## src/rtl/sem_pkg.sv

```systemverilog
// Shared widths, register indexes, reset values and handshake structs for the Sobel block.
package sem_pkg;

   localparam int PIX_W        = 8;
   localparam int WIDTH_REG_W  = 13;
   localparam int HEIGHT_REG_W = 16;
   localparam int THRESH_W     = 11;
   localparam int MAG_W        = 11;
   localparam int ROW_W        = 16;
   localparam int CENTER_COL_W = 12;

   localparam int CSR_IDX_W  = 2;
   localparam int CSR_DATA_W = 16;

   localparam logic [CSR_IDX_W-1:0] CSR_FRAME_WIDTH    = 2'd0;
   localparam logic [CSR_IDX_W-1:0] CSR_FRAME_HEIGHT   = 2'd1;
   localparam logic [CSR_IDX_W-1:0] CSR_EDGE_THRESHOLD = 2'd2;

   localparam logic [WIDTH_REG_W-1:0]  WIDTH_RESET  = 13'd640;
   localparam logic [HEIGHT_REG_W-1:0] HEIGHT_RESET = 16'd480;
   localparam logic [THRESH_W-1:0]     THRESH_RESET = 11'd0;

   // gradients span -1020..1020
   localparam int GRAD_W = 11;
   // gx^2 + gy^2 < 2^21, padded to an even width for two bits per step
   localparam int RAD_W      = 22;
   localparam int ROOT_W     = RAD_W / 2;
   localparam int ROOT_CNT_W = $clog2(ROOT_W + 1);

   typedef struct packed {
      logic             start;
      logic [RAD_W-1:0] radicand;
   } sem_root_req_type;

   typedef struct packed {
      logic              done;
      logic [ROOT_W-1:0] root;
   } sem_root_rsp_type;

endpackage

```

## src/rtl/sem_sqrt.sv

```systemverilog
// Bit-serial integer square root, two radicand bits per cycle, rounded to nearest.
module sem_sqrt
   import sem_pkg::*;
(
   input  logic             clock,
   input  logic             reset,
   input  sem_root_req_type req,
   output sem_root_rsp_type rsp
);

   logic [RAD_W-1:0]      rad_ff;
   logic [ROOT_W:0]       rem_ff;
   logic [ROOT_W-1:0]     root_ff;
   logic [ROOT_CNT_W-1:0] count_ff;
   logic                  active_ff;
   logic                  done_ff;

   logic [ROOT_W+2:0] rem_sh;
   logic [ROOT_W+2:0] trial;
   logic              take;

   // partial remainder shifted in with the next bit pair, against 4*root+1
   assign rem_sh = {rem_ff, rad_ff[RAD_W-1 -: 2]};
   assign trial  = {1'b0, root_ff, 2'b01};
   assign take   = (rem_sh >= trial);

   always_ff @(posedge clock) begin
      if (reset) begin
         active_ff <= 1'b0;
         done_ff   <= 1'b0;
         count_ff  <= '0;
      end else if (req.start) begin
         active_ff <= 1'b1;
         done_ff   <= 1'b0;
         count_ff  <= ROOT_CNT_W'(ROOT_W);
      end else if (active_ff) begin
         count_ff <= count_ff - 1'b1;
         if (count_ff == ROOT_CNT_W'(1)) begin
            active_ff <= 1'b0;
            done_ff   <= 1'b1;
         end
      end
   end

   always_ff @(posedge clock) begin
      if (req.start) begin
         rad_ff  <= req.radicand;
         rem_ff  <= '0;
         root_ff <= '0;
      end else if (active_ff) begin
         rad_ff <= {rad_ff[RAD_W-3:0], 2'b00};
         if (take) begin
            rem_ff  <= (ROOT_W+1)'(rem_sh - trial);
            root_ff <= {root_ff[ROOT_W-2:0], 1'b1};
         end else begin
            rem_ff  <= (ROOT_W+1)'(rem_sh);
            root_ff <= {root_ff[ROOT_W-2:0], 1'b0};
         end
      end
   end

   // remainder above the floor root means the value is past the halfway point
   assign rsp.done = done_ff;
   assign rsp.root = root_ff + ROOT_W'((ROOT_W+1)'(root_ff) < rem_ff);

endmodule

```

## config.mk

```make
export PLATFORM = sky130hd
export DESIGN_NAME = sem_sqrt
export DESIGN_NICKNAME = d
export VERILOG_FILES = /design/src/rtl/sem_pkg.sv /design/src/rtl/sem_sqrt.sv
export SDC_FILE = /design/constraint.sdc
export NUM_CORES = 1
export LEC_CHECK = 0
export ABC_AREA = 1
export BUFFER_PORTS_ARGS = -buffer_cell sky130_fd_sc_hd__buf_2
export CORE_ASPECT_RATIO = 2
export CORE_MARGIN = 10
export CORE_UTILIZATION = 60
export DETAILED_ROUTE_END_ITERATION = 12
export PLACE_DENSITY = 0.78
export SLEW_MARGIN = 15
export SYNTH_ARGS = -nofsm -noshare
export SYNTH_HDL_FRONTEND = slang
export SYNTH_SLANG_ARGS = --single-unit
export TNS_END_PERCENT = 5
```

## constraint.sdc

```tcl
create_clock -name clock -period 5.9 [get_ports clock]
set_input_delay 0.59 -clock clock [delete_from_list [all_inputs] [get_ports clock]]
set_output_delay 0.59 -clock clock [all_outputs]
set_load 0.01 [all_outputs]
```

==> results of run 1 <==
cell type report:
cell class	count	area share, %
Sequential cell	51	34.7
Multi-Input combinational cell	326	48.6
Inverter	68	7.13
Tap cell	60	2.10
Timing Repair Buffer	37	5.24
Clock buffer	8	2.24
metrics by stage:
step	std cells	total power [mW]	util, %	cell area (sq um)
floorplan	457	1.60	-	3300
global placement	542	1.84	65.1	3500
detailed placement	542	1.87	65.1	3500
CTS	550	2.06	66.6	3580
global route	550	2.29	66.6	3580
finish	550	2.08	66.6	3580
sequential cells by signal (all words and copies together), names as in the netlist:
signal and count:
count_ff 4, rad_ff 22, root_ff 11, rem_ff 12, active_ff 1, done_ff 1
worst max-delay path by stage:
stage	start	to	slack, ns	cells past startpoint
finish	rem_ff[5]	rsp[10]	2.07	14
global route	rem_ff[3]	rsp[10]	1.79	14
CTS	rem_ff[5]	rsp[10]	2.05	14
detailed placement	rem_ff[3]	rsp[10]	2.42	14
global placement	rem_ff[1]	rsp[10]	2.53	14
floorplan	rem_ff[7]	rsp[10]	2.92	13
kinds of logic after synthesis:
kind of cell	Yosys count
adder cells (fa/ha/maj)	28
XOR/XNOR	13
AO/OA/AOI/OAI	41
AND/OR/NAND/NOR	244
buffers and inverters	80
flip-flops	51
synth_stat cells, drive strengths merged, types with 2 or more instances:
master / number
a211oi: 2
a21oi: 18
buf: 4
clkbuf: 8
clkinv: 4
dfxtp: 29
edfxtp: 22
ha: 28
inv: 64
nand2: 163
nand3: 28
nand4: 5
nor2: 39
nor3: 6
o21ai: 8
o22ai: 10
xor2: 12
power by group through the flow:
stage               Clock [mW]  Sequential [mW]  Combinational [mW]
finish                   0.193            0.483                1.40
global route             0.209            0.489                1.59
CTS                      0.197            0.482                1.39
detailed placement           0            0.490                1.38
global placement             0            0.486                1.35
floorplan                    0            0.474                1.12
per-layer routing:
layer / wire, um / up-vias / GRT usage, %
met5: 0 / - / 0
met4: 478 / 0 / 12.8
met3: 308 / 34 / 4.23
met2: 4370 / 77 / 33.8
met1: 3000 / 1363 / 18.7
li1: - / 1503 / -
worst reg2reg max path, stage by stage (launching register included):
cell                       delay (ns)
sky130_fd_sc_hd__dfxtp_1         0.79
sky130_fd_sc_hd__clkinv_1        0.73
sky130_fd_sc_hd__nor2_1          0.40
sky130_fd_sc_hd__clkinv_1        0.36
sky130_fd_sc_hd__o22ai_1         0.23
==> Implementation_results.wiki, run 1 <==
{| class="wikitable"
! Metric !! Value
|-
| Result of the run || finished, final reports clean
|-
| Mux contribution to synthesized area || 0%
|-
| Kind of end point of the critical path || output pin
|-
| Delay-heaviest family, CP || simple AND/OR/NAND/NOR gates
|-
| Portion of the post-synthesis area used by sequential elements || 37.6%
|-
| # diodes || 0
|-
| Peak supply drop || 0.742 mV
|-
| Ratio of cells with drive above 1 in the final layout || between 10% and 20%
|-
| Final period demand of the worst path || 3.83 ns
|-
| Top area cells in the synthesized netlist || sky130_fd_sc_hd__edfxtp_1, sky130_fd_sc_hd__nand2_1, sky130_fd_sc_hd__dfxtp_1
|-
| Routability congestion estimate || approximately 0.98
|-
| Adder-cell share of the synthesized area || 10.6%
|-
| Required time worst endpoint || 5.31 ns
|-
| Die extent in y || between 100 and 150 um
|-
| Initial antenna violation count || 0
|-
| Pin count of the biggest net entering global routing || 37
|-
| Biggest area consumer among synthesized cells || sky130_fd_sc_hd__edfxtp_1
|-
| Buffer and inverter count on the worst path || 2
|-
| Worst hold path class || reg -> reg
|-
| Summed negative setup slack over all endpoints || 0 ns
|-
| GR Util All Layers || about a fifth
|-
| # Post-CTS Setup Buffers || 0
|-
| Crit-path max FO || 6
|-
| Synthesis-to-layout area growth || 8.49%
|-
| Net switching power || roughly 1.1 mW
|-
| Synthesized-area fraction occupied by ao, oa, aoi and oai cells || 7.47%
|-
| Count of warnings emitted by yosys || 0
|-
| # clock sinks || 51
|-
| Number of ports placed on the die boundary || 37
|-
| Startpoint types || register
|-
| Wire length per cell || 14.8 um
|-
| Final hold slack || about 0.45 ns
|-
| Footprint of the multi-input gates || about 0.0017 sq mm
|-
| Worst Setup Slack post-DPL || between 2 and 2.5 ns
|-
| Switching share of power || between 50% and 60%
|-
| Max incr delay on CP || ~0.46 ns
|-
| Estimated wirelength of the detail-placed design || 6490 um
|-
| Arrival time reported for the critical path endpoint || ~3.2 ns
|-
| Register bit total from synthesis || slightly above 50
|-
| Quantity of hold-fixing buffers added after cts || 0
|-
| Power density over cell area || roughly 580 mW/mm^2
|-
| Internal power summed over all cells || 0.977 mW
|-
| Nets in the synthesized netlist || 510
|-
| Library cell used as clock root buffer || sky130_fd_sc_hd__clkbuf_8
|-
| Die Area || approximately 0.0090 sq mm
|-
| Slowest cell on the critical path || sky130_fd_sc_hd__nor4_1
|-
| Clock latency on the worst-skew pair || 0.31 ns
|-
| Start of the worst register-to-register path || active_ff
|-
| Post-cts sizing count || 0
|-
| Final hold violation count || 0
|-
| Post-synthesis simple-gate area fraction || a little under a third
|-
| Transition at the pin with the smallest max-transition slack || 1.05 ns
|-
| DRC violations left || 0
|-
| Drt via density || 5.41
|-
| Slew Viols, Final || 0
|-
| RSZ-0062 raised after global routing || false
|-
| Remaining max-slew budget at the tightest pin || between 20% and 30%
|-
| Sequence of cells on the critical path || inv_1 > ha_1 > nand2_1 > nor2_4 > nand2_2 > a21oi_1 > a211oi_1 > ha_1 > ha_1 > nand3_1 > nor4_1 > nand3_1 > xor2_1 > buf_2
|-
| PnR worst setup slack || a little over 2 ns
|-
| Maximum clock path buffer count || 2
|-
| Site Rows || 38
|-
| Fraction of power consumed by the clock network || 9.3%
|-
| Most frequent cells in the layout || sky130_fd_sc_hd__nand2_1, sky130_fd_sc_hd__inv_1, sky130_fd_sc_hd__nor2_1, sky130_fd_sc_hd__buf_2, sky130_fd_sc_hd__dfxtp_1
|-
| NumNets Final || ~540
|-
| Startpoint-to-endpoint class of the critical path || reg -> out
|-
| Worst R2R Setup Slack || approximately 3.3 ns
|-
| Antenna-violating nets left || 0
|-
| Clock transition at the registers of the reported paths || 0.09 ns
|-
| H-tree lvl count || 2
|-
| Die Width || about 72 um
|-
| Count of final setup violators || 0
|-
| Sequential Area || approximately 0.0012 sq mm
|-
| Sequential cell fraction of total power || a little under a quarter
|-
| Count of TritonRoute iterations in the first routing pass || 4
|-
| Via count || between 2k and 3k
|-
| Quantity of I/O buffers inserted on ports || 36
|-
| Leading cell type in the layout, fill and taps excluded || sky130_fd_sc_hd__nand2_1
|-
| Path depth of the worst reg2reg path || 4
|-
| Worst hold path endpoint || done_ff
|-
| Cell depth of the worst hold path || 2
|-
| FILL cells || roughly 530
|-
| Flip-flop cell with the highest count after synthesis || sky130_fd_sc_hd__dfxtp_1
|-
| Average size of a mapped cell || 7.22 sq um
|-
| Most Frequent Cell on Critical Path || sky130_fd_sc_hd__ha_1
|-
| Synthesized cell area || ~0.0033 sq mm
|-
| First-pass GRT wire length || ~14000 um
|-
| Number of violations reported at the end of detailed-routing iteration 0 || a little over 200
|-
| Fmax || ~0.26 GHz
|-
| Proportion of synthesized flip-flops having asynchronous set or reset || 0%
|-
| Cells after Synth || 457
|-
| Min-Delay Startpoint || done_ff
|-
| Period utilisation layout || around 65%
|-
| Number of unique standard cell types used by synthesis || 34
|-
| Total Wirelength || around 8100 um
|-
| Via count of the first global-routing pass || about 3.2k
|-
| Total gr overflow || 0
|-
| Endpoint of the worst-slack reg-to-reg timing path || root_ff[10]
|-
| Dominant combinational cell family by area after synthesis || simple AND/OR/NAND/NOR gates
|-
| Max-cap violations || 0
|-
| Share of the synthesized netlist area taken by xor and xnor gates || approximately 3.5%
|-
| TritonCTS buffer count || 5
|-
| Synth top area share || roughly 20%
|-
| Initial core utilization || between 60 and 70%
|-
| Portion of total power attributed to combinational logic || between 60% and 70%
|-
| Count of flip-flops with a built-in enable after synthesis || 22
|-
| Area of the placeable core || approximately 0.0054 sq mm
|-
| Clock tree from TritonCTS || yes
|-
| Layout Skew || between 0.009 and 0.01 ns
|-
| P_leak || 1.82 nW
|}
Note: power is estimated with default switching activity, not from simulation.
==> run 2, diff against run 1 <==
Settings changed: CORE_UTILIZATION 60 to 53, PLACE_DENSITY 0.78 to 0.73.
Clock period 5.9 ns to 3.2 ns, I/O delays scaled along.
==> run 2 against run 1 <==
Effect of this change: cell count up 6.5%; sequential power up 87%; wire length up 7.1%; total power up 110%; critical path depth down 1; clock power rose to 2.7 times the previous value; non-clock buffer count up 12.
==> Implementation_results.wiki, run 2 (synthesized netlist as in run 1, its figures left out) <==
{| class="wikitable"
! Metric !! Value
|-
| Result of the run || finished, final reports clean
|-
| Critical Path Start || rem_ff[9]
|-
| PnR worst setup slack || ~0.19 ns
|-
| Most frequent cells in the layout || sky130_fd_sc_hd__nand2_1, sky130_fd_sc_hd__inv_1, sky130_fd_sc_hd__buf_2
|-
| Startpoint types || register
|-
| Leading cell type in the layout, fill and taps excluded || sky130_fd_sc_hd__nand2_1
|-
| Antenna-violating nets left || 0
|-
| # clock sinks || approximately 50
|-
| Maximum clock path buffer count || 2
|-
| Ratio of cells with drive above 1 in the final layout || between 20 and 25%
|-
| Peak supply drop || between 0.5 and 0.6 mV
|-
| Initial antenna violation count || 0
|-
| Layout Skew || between 0.006 and 0.007 ns
|-
| GR Util All Layers || between 10% and 20%
|-
| Site Rows || 40
|-
| Kind of end point of the critical path || output pin
|-
| Remaining max-slew budget at the tightest pin || 54.9%
|-
| Die extent in y || about 130 um
|-
| Slew Viols, Final || 0
|-
| Total Wirelength || 8730 um
|-
| Area of the placeable core || 0.00606 sq mm
|-
| Initial core utilization || 54.5%
|-
| First-pass GRT wire length || roughly 14000 um
|-
| Clock tree from TritonCTS || yes
|-
| Fmax || roughly 0.33 GHz
|-
| Worst hold path class || in -> reg
|-
| Summed negative setup slack over all endpoints || 0 ns
|-
| Min-Delay Startpoint || reset
|-
| Number of ports placed on the die boundary || 37
|-
| Period utilisation layout || approximately 94%
|-
| Required time worst endpoint || 2.88 ns
|-
| Startpoint-to-endpoint class of the critical path || reg -> out
|-
| H-tree lvl count || 2
|-
| # diodes || 0
|-
| Worst Setup Slack post-DPL || 0.193 ns
|-
| Clock transition at the registers of the reported paths || ~0.06 ns
|-
| Estimated wirelength of the detail-placed design || roughly 6700 um
|-
| DRC violations left || 0
|-
| Start of the worst register-to-register path || root_ff[4]
|-
| Quantity of I/O buffers inserted on ports || 36
|-
| Count of final setup violators || 0
|-
| Clock latency on the worst-skew pair || approximately 0.29 ns
|-
| Largest registers in the final layout || rad_ff (22), rem_ff (12), root_ff (11)
|-
| Crit-path max FO || 5
|-
| Reg with most FFs || rad_ff
|-
| Power density over cell area || approximately 1100 mW/mm^2
|-
| Max-cap violations || 0
|-
| Library cell used as clock root buffer || sky130_fd_sc_hd__clkbuf_16
|-
| Final period demand of the worst path || approximately 3.0 ns
|-
| Die Width || 75.8 um
|-
| Number of violations reported at the end of detailed-routing iteration 0 || 163
|-
| Routability congestion estimate || 1.03
|-
| Drt via density || 5.09
|-
| TritonCTS buffer count || 5
|-
| NumNets Final || roughly 550
|-
| Pin count of the biggest net entering global routing || 37
|-
| Wire length per cell || roughly 15 um
|-
| P_leak || a little under 2 nW
|-
| Die Area || 0.00997 sq mm
|-
| Arrival time reported for the critical path endpoint || roughly 2.7 ns
|-
| Count of TritonRoute iterations in the first routing pass || 4
|-
| Via count || a little under 3k
|-
| Synthesis-to-layout area growth || 20.5%
|-
| Transition at the pin with the smallest max-transition slack || 0.676 ns
|-
| Final hold violation count || 0
|-
| Via count of the first global-routing pass || roughly 3.1k
|-
| Max reg flops || 22
|-
| Total gr overflow || 0
|}
==> run 2: routing by layer <==
metal	vias up	wire length, um	track usage (%)
met2	84	4570	31.8
li1	1530	-	-
met5	-	0	0
met3	32	313	2.64
met4	0	604	12.8
met1	1339	3240	19.1
==> run 2: per-stage QoR <==
stage	hold WS, ns	area (sq um)	power [mW]	utilization, %	cells
4_1_cts	0.219	3830	4.15	63.2	582
5_1_grt	0.236	3980	4.76	65.6	586
2_1_floorplan	0.389	3300	2.95	-	457
3_5_place_dp	0.441	3580	3.53	59.2	573
6_report	0.221	3980	4.35	65.6	586
3_3_place_gp	0.434	3580	3.53	59.2	573
==> run 2: layout make-up <==
cell class,count,area (sq um)
well taps,84,105
multi-input cells,326,1940
flip-flops and latches,51,1260
fillers,526,2080
repair buffers,49,278
clock inverters,1,5.00
clock buffers,7,136
inverters,68,255
==> run 2: worst paths after layout <==
path / endpoint / slack, ns / depth (start not counted)
worst max-delay path: rsp[10] / 0.19 / 13
worst min-delay path: count_ff[3] / 0.22 / 2
worst max register to register: rem_ff[9] / 0.81 / 13
worst min register to register: done_ff / 0.45 / 2
==> run 2: power by group <==
group | switching, mW | internal, mW
sequential | 0.0875 | 0.813
clock | 0.217 | 0.298
combinational | 1.89 | 1.05
==> run 2: worst max-delay path, cell delays in order (launching register included) <==
cell	delay, ns
sky130_fd_sc_hd__dfxtp_2	0.37
sky130_fd_sc_hd__inv_1	0.08
sky130_fd_sc_hd__ha_4	0.26
sky130_fd_sc_hd__a21oi_1	0.14
sky130_fd_sc_hd__o21ai_1	0.13
sky130_fd_sc_hd__a211oi_2	0.22
sky130_fd_sc_hd__ha_2	0.23
sky130_fd_sc_hd__ha_4	0.16
sky130_fd_sc_hd__nand3_4	0.11
sky130_fd_sc_hd__nor4_4	0.15
sky130_fd_sc_hd__buf_4	0.16
sky130_fd_sc_hd__nand3_1	0.08
sky130_fd_sc_hd__xor2_1	0.17
sky130_fd_sc_hd__buf_2	0.14
==> run 2: repair_timing <==
item                                   4_1_cts  5_1_grt
buffers inserted                             1        4
pin swaps                                    4        6
resized for setup                           21       22
setup endpoints to repair                    4        5
hold buffers                                 0        0
endpoints found under the hold margin        0        0
